## config.mk

```make
export PLATFORM = sky130hd
export DESIGN_NAME = pafc_frame_core
export DESIGN_NICKNAME = d
export VERILOG_FILES = /design/src/rtl/pafc_pkg.sv /design/src/rtl/pafc_frame_core.sv
export SDC_FILE = /design/constraint.sdc
export NUM_CORES = 1
export LEC_CHECK = 0
export BUFFER_PORTS_ARGS = -buffer_cell sky130_fd_sc_hd__buf_2
export CAP_MARGIN = 10
export CELL_PAD_IN_SITES_DETAIL_PLACEMENT = 1
export CELL_PAD_IN_SITES_GLOBAL_PLACEMENT = 1
export CORE_UTILIZATION = 44
export DETAILED_ROUTE_END_ITERATION = 6
export PLACE_DENSITY_LB_ADDON = 0.1
export SLEW_MARGIN = 10
export SYNTH_ARGS = -nofsm -noshare
export SYNTH_HDL_FRONTEND = slang
export SYNTH_SLANG_ARGS = --single-unit
```

## constraint.sdc

```tcl
create_clock -name clk -period 7.95 [get_ports clk]
set_clock_uncertainty 0.1 [all_clocks]
set_input_delay 0.3975 -clock clk [delete_from_list [all_inputs] [get_ports clk]]
set_output_delay 0.3975 -clock clk [all_outputs]
set_load 0.005 [all_outputs]
```

## src/rtl/pafc_pkg.sv

```systemverilog
// Shared types and constants of the poll answer frame checker.
// Used by every module of the block; depends on nothing.
package pafc_pkg;

    // Frame bytes and check marks.
    localparam logic [7:0] ETX_BYTE    = 8'h03;
    localparam logic [7:0] ADDR_OFFSET = 8'h40;
    localparam logic [7:0] CHECK_MARK  = 8'h80;

    // Payload length field saturates here.
    localparam int unsigned LEN_W   = 10;
    localparam int unsigned LEN_MAX = (1 << LEN_W) - 1;

    // Configuration port.
    localparam int unsigned CFG_W     = 11;
    localparam int unsigned CFG_IDX_W = 1;
    localparam logic [CFG_IDX_W-1:0] CFG_MAX_FRAME_BYTES = 1'd0;
    localparam logic [CFG_IDX_W-1:0] CFG_OUT_CAPACITY    = 1'd1;
    localparam logic [CFG_W-1:0] MAX_FRAME_BYTES_RST = 11'd256;
    localparam logic [CFG_W-1:0] OUT_CAPACITY_RST    = 11'd256;
    localparam logic [CFG_W-1:0] MIN_FRAME_BYTES     = 11'd3;

    // Default upper bound on the frame limit.
    localparam int unsigned MAX_FRAME_LIMIT_DEF = 1024;

    // Frame status codes.
    localparam logic [2:0] ST_OK         = 3'd0;
    localparam logic [2:0] ST_CHECK_FAIL = 3'd1;
    localparam logic [2:0] ST_WRONG_SLV  = 3'd2;
    localparam logic [2:0] ST_NO_TERM    = 3'd3;
    localparam logic [2:0] ST_TOO_LONG   = 3'd4;
    localparam logic [2:0] ST_EMPTY      = 3'd5;

    // Receive phases.
    localparam logic [1:0] PH_IDLE  = 2'd0;
    localparam logic [1:0] PH_RECV  = 2'd1;
    localparam logic [1:0] PH_CHECK = 2'd2;

    typedef struct packed {
        logic       first_byte;
        logic [4:0] expected_slave;
        logic [7:0] rx_byte;
    } in_item_t;

    typedef struct packed {
        logic             is_status;
        logic [7:0]       payload_byte;
        logic [2:0]       frame_status;
        logic [LEN_W-1:0] payload_length;
        logic             frame_last;
    } out_item_t;

    // Handshake between a producing and a consuming stage.
    typedef struct packed {
        logic valid;
        logic take;
    } stage_hs_t;

endpackage

```

## src/rtl/pafc_frame_core.sv

```systemverilog
// Frame state and per-byte decision logic of the poll answer frame checker.
// Tracks phase, check accumulator, byte count and address match; uses pafc_pkg.
module pafc_frame_core
    import pafc_pkg::*;
#(
    parameter int unsigned MAX_FRAME_LIMIT = MAX_FRAME_LIMIT_DEF
)
(
    input  logic             clk,
    input  logic             rst_n,
    input  logic [CFG_W-1:0] max_frame_bytes,
    input  logic [CFG_W-1:0] out_capacity,
    input  in_item_t         item,
    input  stage_hs_t        hs,
    output logic             res_valid,
    output out_item_t        res
);

    // Byte count never passes the frame limit.
    localparam int unsigned CW = $clog2(MAX_FRAME_LIMIT + 1);
    // Common compare width for counts and register values.
    localparam int unsigned WW = ((CW > CFG_W) ? CW : CFG_W) + 1;

    logic [1:0]    phase_reg, phase_next;
    logic [7:0]    acc_reg, acc_next;
    logic [CW-1:0] count_reg, count_next;
    logic          match_reg, match_next;

    logic [WW-1:0] limit;
    logic [WW-1:0] cap_w;
    logic [WW-1:0] count_w;
    logic [WW-1:0] pidx;
    logic [WW-1:0] count_inc;
    logic [WW-1:0] check_len;
    logic [7:0]    rx;
    logic          is_etx;

    function automatic out_item_t status_item(input logic [2:0] st, input logic [WW-1:0] n);
        out_item_t r;
        r                = '0;
        r.is_status      = 1'b1;
        r.frame_status   = st;
        r.payload_length = (n > WW'(LEN_MAX)) ? LEN_W'(LEN_MAX) : n[LEN_W-1:0];
        r.frame_last     = 1'b1;
        return r;
    endfunction

    always_comb
    begin
        if ({1'b0, max_frame_bytes} < {1'b0, MIN_FRAME_BYTES})
        begin
            limit = WW'(MIN_FRAME_BYTES);
        end
        else if (WW'(max_frame_bytes) > WW'(MAX_FRAME_LIMIT))
        begin
            limit = WW'(MAX_FRAME_LIMIT);
        end
        else
        begin
            limit = WW'(max_frame_bytes);
        end
    end

    assign cap_w     = WW'(out_capacity);
    assign count_w   = WW'(count_reg);
    assign pidx      = count_w - WW'(1);
    assign count_inc = count_w + WW'(1);
    assign check_len = (count_w >= WW'(2)) ? (count_w - WW'(2)) : '0;
    assign rx        = item.rx_byte;
    assign is_etx    = (rx == ETX_BYTE);

    always_comb
    begin
        res_valid  = 1'b0;
        res        = '0;
        phase_next = phase_reg;
        acc_next   = acc_reg;
        count_next = count_reg;
        match_next = match_reg;
        if (item.first_byte)
        begin
            // Address byte: a restart drops any frame in progress.
            match_next = (rx == (ADDR_OFFSET + {3'b000, item.expected_slave}));
            acc_next   = rx;
            count_next = CW'(1);
            phase_next = is_etx ? PH_CHECK : PH_RECV;
        end
        else
        begin
            unique case (phase_reg)
                PH_CHECK:
                begin
                    res_valid  = 1'b1;
                    phase_next = PH_IDLE;
                    if (!match_reg)
                    begin
                        res = status_item(ST_WRONG_SLV, check_len);
                    end
                    else if (check_len > cap_w)
                    begin
                        res = status_item(ST_TOO_LONG, check_len);
                    end
                    else if (rx != (acc_reg | CHECK_MARK))
                    begin
                        res = status_item(ST_CHECK_FAIL, check_len);
                    end
                    else if (check_len == '0)
                    begin
                        res = status_item(ST_EMPTY, check_len);
                    end
                    else
                    begin
                        res = status_item(ST_OK, check_len);
                    end
                end
                PH_RECV:
                begin
                    count_next = CW'(count_inc);
                    acc_next   = acc_reg ^ rx;
                    if (is_etx && (count_inc < limit))
                    begin
                        phase_next = PH_CHECK;
                    end
                    else if (count_inc >= limit)
                    begin
                        // Frame limit reached without room for a check byte.
                        res_valid  = 1'b1;
                        phase_next = PH_IDLE;
                        res = status_item(match_reg ? ST_NO_TERM : ST_WRONG_SLV,
                                          is_etx ? pidx : count_w);
                    end
                    else if (match_reg && (pidx < cap_w))
                    begin
                        res_valid        = 1'b1;
                        res.payload_byte = rx;
                    end
                end
                default:
                begin
                    // Stray byte while idle is dropped.
                end
            endcase
        end
    end

    always_ff @(posedge clk or negedge rst_n)
    begin
        if (!rst_n)
        begin
            phase_reg <= PH_IDLE;
            acc_reg   <= '0;
            count_reg <= '0;
            match_reg <= 1'b0;
        end
        else if (hs.valid && hs.take)
        begin
            phase_reg <= phase_next;
            acc_reg   <= acc_next;
            count_reg <= count_next;
            match_reg <= match_next;
        end
    end

endmodule

```

==> reports/qor.csv, run 1 <==
stage,metric,value,unit
clock_network,htreeDepth,1,
logic_synthesis,syn_area,0.003268,mm²
layout,nFillCells,990,
detailed_routing,remaining_drc_errors,0,
clock_network,ctsHoldBuffers,0,
setup_path,reg2reg_depth,11,
detailed_routing,dr_total_vias,3538,
detailed_routing,antenna_left,0,
logic_synthesis,syn_nets,523,
outcome,status,"finished, violations left",
timing,fin_tns_setup,0,ps
logic_synthesis,syn_inst,443,
timing,tightest_slew,1079,ps
timing,whs,-6.880,ps
grt,grtUsageTotal,29.46,%
place,io_buffers,63,
logic_synthesis,ys_ff_latch,21,
detailed_routing,drt_iter0_markers,170,
die,pin_count,64,
layout,fin_nets,565,
setup_path,critPathKind,reg -> out,
die,die_w,88.19,µm
logic_synthesis,synth_edf_count,0,
setup_path,crit_start,count_reg[2]$_DFFE_PN0P_,
power,p_total,941.5,µW
timing,period_share,61.27,%
layout,syn2layout_area_growth,11.22,%
setup_path,crit_fanout,14,
logic_synthesis,yosysSeqAreaShare,16.08,%
timing,min_period,4871,ps
die,die_h,88.19,µm
grt,grt_max_degree,28,
layout,final_cell_area,0.003635,mm²
die,initial_core_util,45.30,%
layout,antennaDiodeCount,0,
grt,grt_pass1_vias,3493,
grt,grt_pass1_wl,17.57,mm
logic_synthesis,ys_async_sr_fraction,100.0,%
layout,largest_reg_flops,11,
detailed_routing,drt_wl_total,11.04,mm
logic_synthesis,post-synth-top-area-cell,dfrtp_1,
outcome,failed_checks,negative hold slack,
layout,drive_gt1_share,16.12,%
detailed_routing,drt-pass1-iter-count,4,
grt,antenna_found_initial,0,
setup_path,cp-start-kind,flip-flop,
setup_path,r2r-end,phase_reg[0]$_DFFE_PN0P_,
logic_synthesis,synth_warnings,0,
power,powerDensity,259.0,mW/mm²
logic_synthesis,avgSynthCellArea,7.377,µm²
clock_network,insertion_delay,270,ps
worst_hold_path,hp-class,in -> async,
clock_network,cts_setup_buffers,0,
setup_path,worstReg2RegStart,count_reg[5]$_DFFE_PN0P_,
detailed_routing,wl_per_cell,18.94,µm
clock_network,cts-root-buf,clkbuf_8,
logic_synthesis,yosys-top-cells-count,"nand2_1, ha_1, nor2_1",
setup_path,arrival,4370,ps
timing,rsz0062_at_grt,false,
die,core_area,0.007214,mm²
logic_synthesis,synth_ff_type,dfrtp_1,
logic_synthesis,synth.most_common_cell,nand2_1,
grt,grt_overflow,0,
power,peakVddDrop,0.00009313,V
logic_synthesis,yosysUniqueCellTypes,64,
logic_synthesis,synthTopCellsByArea,"dfrtp_1, ha_1, xnor2_1, o21ai_0, nand2_1",
clock_network,clock_sinks,21,
layout,seqCellArea,525.5,µm²
timing,relSlewSlack,27.43,%
die,rows,31,
place,place_hpwl,8.882,mm
setup_path,cp-endpoint,res[17],
timing,max_freq,0.2053,GHz
timing,setup_viol,0,
die,die-area,0.007777,mm²
detailed_routing,vias_per_cell,6.069,
timing,finalHoldViolCount,5,
layout,final_util,50.38,%
place,place_congestion,0.9170,
power,p_leak,0.001646,µW
flow_run,maxCapViolCount,0,
setup_path,crit_required,7450,ps
setup_path,end_kind,output pin,
clock_network,cts_tree,done,
clock_network,clk_pin_slew,90,ps
timing,finalMaxSlewViolations,0,
layout,multiInputGateArea,0.002519,mm²
clock_network,clk_path_buf_depth,2,
setup_path,rrSetupSlack,4460,ps
place,place_area,0.003588,mm²
clock_network,cts_resized,0,
clock_network,cts_buffers,3,
logic_synthesis,synth_top_cell_area_share,16.08,%
## how the worst min path moves through the flow
stage | endpoint | from | cells past startpoint | slack [ps]
after floorplan | acc_reg[0]$_DFFE_PN0P_ | rst_n | 0 | 2
after CTS | phase_reg[1]$_DFFE_PN0P_ | rst_n | 1 | 10
after detailed placement | phase_reg[1]$_DFFE_PN0P_ | rst_n | 1 | 300
after global placement | phase_reg[1]$_DFFE_PN0P_ | rst_n | 1 | 290
after global routing | phase_reg[0]$_DFFE_PN0P_ | rst_n | 1 | 30
final | phase_reg[1]$_DFFE_PN0P_ | rst_n | 1 | -7
## cells in the final DEF, fill, tap and decap left out, types with 2 or more instances in the layout
cell / count
a2111oi_2: 2
a211oi_1: 5
a21o_1: 5
a21oi_1: 31
a22o_1: 4
a311oi_1: 6
and3_1: 4
buf_2: 63
clkbuf_8: 3
dfrtp_1: 21
ha_1: 40
inv_1: 25
nand2_1: 42
nand2b_1: 4
nand3_1: 18
nand4_1: 11
nand4b_1: 2
nor2_1: 34
nor2b_1: 5
nor3_1: 15
nor3b_1: 10
nor4_1: 7
nor4b_1: 4
o2111ai_1: 2
o211ai_1: 6
o21a_1: 2
o21ai_0: 33
o22ai_1: 8
o31ai_1: 5
o41ai_1: 2
or2_2: 2
or3_1: 3
xnor2_1: 23
xor2_1: 9
## critical path: stages (launching register included)
cell	delay (ps)
dfrtp_1	570
inv_1	210
ha_1	320
or4b_1	620
nor3_1	270
xnor2_1	190
inv_1	90
ha_1	290
a2111oi_0	430
a221o_1	270
nand4_1	350
nor3b_1	350
buf_2	160
## power breakdown
part / switching (µW) / internal (µW)
clock: 40.9 / 35.1
combinational: 437 / 266
sequential: 40.9 / 121
total: 519 / 423
## final cells by class
class	instances	area share, %
Clock buffer	3	1.136
Clock inverter	1	0.1377
Inverter	26	2.685
Multi-Input combinational cell	369	69.29
Sequential cell	21	14.46
Tap cell	99	3.408
Timing Repair Buffer	64	8.881
## routing by layer
| layer | GRT usage, % | up-vias | routed length [µm] |
|---|---|---|---|
| li1 | - | 1716 | - |
| met1 | 37.53 | 1717 | 4877 |
| met2 | 52.38 | 88 | 5481 |
| met3 | 2.074 | 17 | 404 |
| met4 | 9.971 | 0 | 279 |
| met5 | 0 | - | 0 |
## through the flow
step	instances	setup WS, ps
6_report	583	3079
5_1_grt	583	2695
4_1_cts	583	3096
3_5_place_dp	579	3379
3_3_place_gp	579	3725
2_1_floorplan	443	4097
## cell families (layout without fill, tap and decap cells)
logic type / Yosys count / in the layout / synth area share [%]
AND/OR/NAND/NOR: 172 / 172 / 28.37
AO/OA/AOI/OAI: 125 / 125 / 24.81
buffers and inverters: 53 / 94 / 6.853
adder cells (fa/ha/maj): 40 / 40 / 15.31
XOR/XNOR: 32 / 32 / 8.576
flip-flops: 21 / 21 / 16.08
(Power assumes the default switching activity.)
==> run 2, diff against run 1 <==
--- a/config.mk
+++ b/config.mk
@@ -5,11 +5,12 @@
 export SDC_FILE = /design/constraint.sdc
 export NUM_CORES = 1
 export LEC_CHECK = 0
+export ABC_AREA = 1
 export BUFFER_PORTS_ARGS = -buffer_cell sky130_fd_sc_hd__buf_2
 export CAP_MARGIN = 10
 export CELL_PAD_IN_SITES_DETAIL_PLACEMENT = 1
 export CELL_PAD_IN_SITES_GLOBAL_PLACEMENT = 1
-export CORE_UTILIZATION = 44
+export CORE_UTILIZATION = 36
 export DETAILED_ROUTE_END_ITERATION = 6
 export PLACE_DENSITY_LB_ADDON = 0.1
 export SLEW_MARGIN = 10
==> constraint.sdc (replaced) <==
create_clock -name clk -period 4.1 [get_ports clk]
set_clock_uncertainty 0.1 [all_clocks]
set_input_delay 0.205 -clock clk [delete_from_list [all_inputs] [get_ports clk]]
set_output_delay 0.205 -clock clk [all_outputs]
set_load 0.005 [all_outputs]
==> reports/qor.csv, run 2 <==
stage,metric,value,unit
logic_synthesis,synth_ff_type,dfrtp_1,
power,p_sw_share,57.73,%
setup_path,critPathKind,reg -> out,
setup_path,cp_slowest_cell,dfrtp_1,
layout,antennaDiodeCount,0,
die,die_h,98.62,µm
logic_synthesis,synth.most_common_cell,nand2_1,
setup_path,timing.critical_path.mode_cell,nand2_1,
detailed_routing,drt_iter0_markers,109,
logic_synthesis,syn_nets,584,
setup_path,path_cells,ha_1 > nand4_2 > nor2_4 > nand3_1 > xor2_1 > inv_1 > ha_1 > a21o_1 > a21oi_1 > nand3_2 > nor2_4 > o21ai_1 > buf_4 > nand2_1 > nand2_1 > nand2_1 > o21ai_1 > buf_2,
die,initial_core_util,37.80,%
logic_synthesis,synth_edf_count,0,
detailed_routing,wl_per_cell,15.65,µm
grt,grt_max_degree,22,
logic_synthesis,yosys-top-cells-count,"nand2_1, inv_1, nor2_1",
setup_path,crit_required,3800,ps
logic_synthesis,synthTopCellsByArea,"dfrtp_1, ha_1, nand2_1, inv_1, xor2_1",
layout,final_common_cell,nand2_1,
detailed_routing,drt-pass1-iter-count,4,
timing,finalMaxSlewViolations,0,
detailed_routing,vias_per_cell,5.168,
logic_synthesis,syn_area,0.003361,mm²
logic_synthesis,ys_async_sr_fraction,100.0,%
worst_hold_path,hp-class,in -> reg,
layout,final_cell_area,0.003821,mm²
layout,drive_gt1_share,22.74,%
setup_path,crit_fanout,11,
grt,grt_pass1_wl,17.86,mm
timing,finalHoldViolCount,0,
setup_path,cpPeakStageDelay,520,ps
detailed_routing,drt_wl_total,10.50,mm
setup_path,cp-start-kind,flip-flop,
timing,relSlewSlack,52.06,%
detailed_routing,remaining_drc_errors,0,
outcome,status,completed,
clock_network,cts-root-buf,clkbuf_8,
die,core_area,0.008891,mm²
clock_network,htreeDepth,1,
logic_synthesis,synth_top_cell_area_share,15.64,%
power,seqPwrFrac,15.0,%
timing,setup_viol,0,
setup_path,end_kind,output pin,
logic_synthesis,ys_ff_latch,21,
power,power_frac_comb,78.4,%
logic_synthesis,post-synth-top-area-cell,dfrtp_1,
grt,grt_overflow,0,
power,p_leak,0.002152,µW
clock_network,clk_pin_slew,90,ps
power,powerDensity,559.9,mW/mm²
place,place_area,0.003727,mm²
layout,fin_nets,644,
layout,nFillCells,1207,
die,die-area,0.009726,mm²
clock_network,clk_path_buf_depth,2,
die,die_w,98.62,µm
die,pin_count,64,
clock_network,cts_buffers,3,
place,place_hpwl,9.011,mm
flow_run,maxCapViolCount,0,
grt,grtUsageTotal,22.63,%
place,place_congestion,0.8651,
grt,antenna_found_initial,0,
logic_synthesis,syn_inst,504,
clock_network,clock_sinks,21,
logic_synthesis,yosysUniqueCellTypes,41,
power,p_total,2139,µW
layout,final_util,42.98,%
layout,layout_common_cells,"nand2_1, inv_1, buf_2",
timing,rsz0062_at_grt,false,
logic_synthesis,synth_warnings,0,
place,io_buffers,63,
power,power.internal,904.2,µW
detailed_routing,antenna_left,0,
clock_network,cts_tree,done,
layout,syn2layout_area_growth,13.70,%
timing,period_share,91.32,%
timing,fin_tns_setup,0,ps
timing,max_freq,0.2671,GHz
grt,grt_pass1_vias,3610,
setup_path,arrival,3440,ps
power,peakVddDrop,0.0001858,V
detailed_routing,dr_total_vias,3468,
clock_network,insertion_delay,270,ps
layout,largest_reg_flops,11,
logic_synthesis,yosysSeqAreaShare,15.64,%
power,p_sw,1235,µW
timing,min_period,3744,ps
timing,whs,109.5,ps
logic_synthesis,avgSynthCellArea,6.668,µm²
die,rows,34,
timing,tightest_slew,716.9,ps
power,clock_power_share,6.7,%
## run 2: what timing repair did
action / 4_1_cts / 5_1_grt
buffers inserted: 0 / 3
hold buffers: 1 / 0
gates resized for setup: 0 / 7
hold endpoints to repair: 21 / 0
setup endpoints to repair: 0 / 15
## run 2: per-stage QoR
stage,cells,setup WS (ps)
3_5_place_dp,663,461.4
2_1_floorplan,504,1075
5_1_grt,671,19.38
3_3_place_gp,663,599.5
4_1_cts,668,106.5
6_report,671,355.8
## run 2: logic make-up after synthesis
group / Yosys count / synth area share [%]
xor+xnor: 29 / 7.558
fa+ha+maj: 40 / 14.89
simple gates: 228 / 33.88
compound gates: 93 / 16.27
buf+inv: 93 / 11.76
flops: 21 / 15.64
## run 2: final cells by class
class                   count  area [µm²]  area share, %
clock buffers               3       41.29          1.081
flip-flops and latches     21       530.5          13.88
clock inverters             1       5.005         0.1310
inverters                  79       296.5          7.760
repair buffers             69       362.8          9.496
well taps                 108       135.1          3.536
multi-input cells         390        2450          64.11
## run 2: power by group through the flow
stage               clock network, µW  registers, µW  logic [µW]
finish                            143            320        1680
CTS                               147            325        1650
detailed placement                  0            329        1640
global route                      154            329        1910
global placement                    0            323        1590
floorplan                           0            301        1270
## run 2: metal layers
| metal | share of wire, % | up-vias | GRT usage (%) |
|---|---|---|---|
| li1 | - | 1785 | - |
| met3 | 1.6 | 4 | 1.064 |
| met2 | 48 | 46 | 40.20 |
| met5 | 0 | - | 0 |
| met4 | 0.51 | 0 | 3.100 |
| met1 | 50 | 1633 | 31.07 |
## run 2: final timing paths
check | slack, ps | cells past startpoint | from | to
min in group asynchronous | 350 | 2 | rst_n | acc_reg[2]$_DFFE_PN0P_
max in group asynchronous | 3160 | 2 | rst_n | count_reg[3]$_DFFE_PN0P_
hold reg to reg | 430 | 2 | phase_reg[1]$_DFFE_PN0P_ | phase_reg[1]$_DFFE_PN0P_
setup reg to reg | 1070 | 17 | count_reg[2]$_DFFE_PN0P_ | phase_reg[0]$_DFFE_PN0P_
hold / removal | 110 | 3 | item[13] | phase_reg[0]$_DFFE_PN0P_
setup / recovery | 360 | 18 | count_reg[2]$_DFFE_PN0P_ | res_valid
## run 2: worst max-delay path: cells and delay by family (launching register included)
kind                       cells  cell delay [ps]
xor gates and xnor gates       1              200
and+or+nand+nor                8             1000
DFF                            1              520
AOI/OAI and AO/OA              4              500
buffers and inverters          3              410
adders and majority gates      2              570
==> run 3, diff against run 2 <==
--- a/config.mk
+++ b/config.mk
@@ -6,7 +6,7 @@
 export NUM_CORES = 1
 export LEC_CHECK = 0
 export ABC_AREA = 1
-export BUFFER_PORTS_ARGS = -buffer_cell sky130_fd_sc_hd__buf_2
+export BUFFER_PORTS_ARGS = -buffer_cell sky130_fd_sc_hd__buf_4
 export CAP_MARGIN = 10
 export CELL_PAD_IN_SITES_DETAIL_PLACEMENT = 1
 export CELL_PAD_IN_SITES_GLOBAL_PLACEMENT = 1
==> reports/qor.csv, run 3 (synthesized netlist as in run 2, its figures left out) <==
stage,metric,value,unit
die,rows,34,
timing,rsz0062_at_grt,false,
setup_path,critPathTopFamily,simple AND/OR/NAND/NOR gates,
detailed_routing,dr_total_vias,3519,
power,p_leak,0.002182,µW
setup_path,timing.critical_path.mode_cell,nand2_1,
timing,relSlewSlack,53.40,%
grt,grt_pass1_wl,18.02,mm
detailed_routing,antenna_left,0,
setup_path,worstReg2RegStart,count_reg[2]$_DFFE_PN0P_,
die,die_w,98.62,µm
layout,fin_nets,644,
die,die_h,98.62,µm
layout,final_cells,671,
detailed_routing,drt_wl_total,10.55,mm
setup_path,arrival,3440,ps
setup_path,cp_slowest_cell,dfrtp_2,
layout,drive_gt1_share,22.56,%
setup_path,crit_required,3800,ps
outcome,status,completed,
clock_network,insertion_delay,270,ps
place,io_buffers,63,
grt,grtUsageTotal,23.04,%
power,peakVddDrop,0.0001999,V
detailed_routing,drt_iter0_markers,97,
place,place_hpwl,9.158,mm
clock_network,clk_path_buf_depth,2,
timing,finalHoldViolCount,0,
setup_path,reg2reg_depth,16,
detailed_routing,remaining_drc_errors,0,
grt,antenna_found_initial,0,
setup_path,critPathKind,reg -> out,
layout,final_common_cell,nand2_1,
setup_path,crit_start,count_reg[1]$_DFFE_PN0P_,
clock_network,clk_pin_slew,80,ps
timing,whs,100.2,ps
clock_network,cts_buffers,3,
timing,tightest_slew,696.9,ps
timing,finalMaxSlewViolations,0,
setup_path,cp-endpoint,res_valid,
clock_network,clock_sinks,21,
timing,max_freq,0.2670,GHz
setup_path,cp-start-kind,flip-flop,
clock_network,cts_tree,done,
die,die-area,0.009726,mm²
clock_network,cts-root-buf,clkbuf_8,
layout,largest_reg_flops,11,
grt,grt_overflow,0,
die,initial_core_util,37.80,%
setup_path,r2r-end,phase_reg[1]$_DFFE_PN0P_,
grt,grt_max_degree,22,
timing,fin_tns_setup,0,ps
clock_network,htreeDepth,1,
detailed_routing,wl_per_cell,15.72,µm
layout,syn2layout_area_growth,18.32,%
die,pin_count,64,
setup_path,rrSetupSlack,1130,ps
timing,setup_viol,0,
die,core_area,0.008891,mm²
layout,antennaDiodeCount,0,
setup_path,cpPeakStageDelay,430,ps
timing,min_period,3745,ps
grt,grt_pass1_vias,3581,
setup_path,cp.buffers_inverters,3,
place,place_congestion,0.8606,
layout,layout_common_cells,"nand2_1, inv_1, buf_4",
setup_path,critical_path_cell_count,20,
detailed_routing,drt-pass1-iter-count,4,
setup_path,path_cells,ha_1 > nand3_1 > nor2_2 > nand3_1 > nor3_2 > xor2_1 > inv_1 > ha_1 > nand3_1 > nor2_1 > nand2_1 > nor2_1 > nor2_4 > o21ai_1 > buf_4 > nand2_1 > nand2_1 > nand2_1 > o21ai_1 > buf_4,
place,dpl.cell_count,663,
power,powerDensity,538.2,mW/mm²
setup_path,crit_fanout,11,
flow_run,maxCapViolCount,0,
worst_hold_path,hp-class,in -> reg,
setup_path,end_kind,output pin,
detailed_routing,vias_per_cell,5.244,
timing,period_share,91.35,%
## run 3: area by class of cell
cell class	instances	area, µm²
clock buffer	3	41.29
clock inverter	1	5.005
fill	1183	4915
inverter	79	296.5
multi-input combinational	390	2447
sequential	21	530.5
tap	108	135.1
timing repair buffer	69	520.5
## run 3: power by group
part	switching (µW)	internal (µW)	leakage [µW]	total, µW
Combinational	1090	594	0.00189	1680
Sequential	61.3	256	0.000263	318
Clock	75.3	68.0	0.0000255	143
## run 3: routing by layer
layer,wire length [µm],vias up,share of wire [%],GRT usage (%)
met3,276,6,2.6,1.489
li1,-,1773,-,-
met1,5118,1679,49,30.68
met2,5051,61,48,41.33
met5,0,-,0,0
met4,104,0,0.99,4.133
## run 3: worst min path at each step
stage	startpoint	to	slack (ps)	depth (start not counted)
global route	item[13]	phase_reg[0]$_DFFE_PN0P_	100	3
global placement	rst_n	count_reg[8]$_DFFE_PN0P_	10	1
floorplan	rst_n	acc_reg[0]$_DFFE_PN0P_	-190	0
CTS	item[13]	phase_reg[0]$_DFFE_PN0P_	100	3
finish	item[13]	phase_reg[0]$_DFFE_PN0P_	100	3
detailed placement	rst_n	count_reg[10]$_DFFE_PN0P_	10	1
## run 3: what timing repair did
action,CTS,global route
endpoints found under the setup margin,0,15
gates resized for setup,0,6
hold endpoints to repair,21,0
setup buffers,0,3
hold buffers,1,0
## run 3: per-stage QoR
| step | cell area, µm² | worst slack, ps | utilization (%) | total power, µW |
|---|---|---|---|---|
| 2_1_floorplan | 3361 | 1075 | - | 1568 |
| 3_3_place_gp | 3885 | 599.0 | 43.70 | 1924 |
| 3_5_place_dp | 3885 | 397.8 | 43.70 | 1985 |
| 4_1_cts | 3941 | 85.13 | 44.33 | 2136 |
| 5_1_grt | 3976 | 7.457 | 44.72 | 2412 |
| 6_report | 3976 | 354.8 | 44.72 | 2140 |
## run 3: tightest hold or removal path, cell delays in order
cell     delay, ps
buf_4          120
nand2_1         60
o21ai_1         60
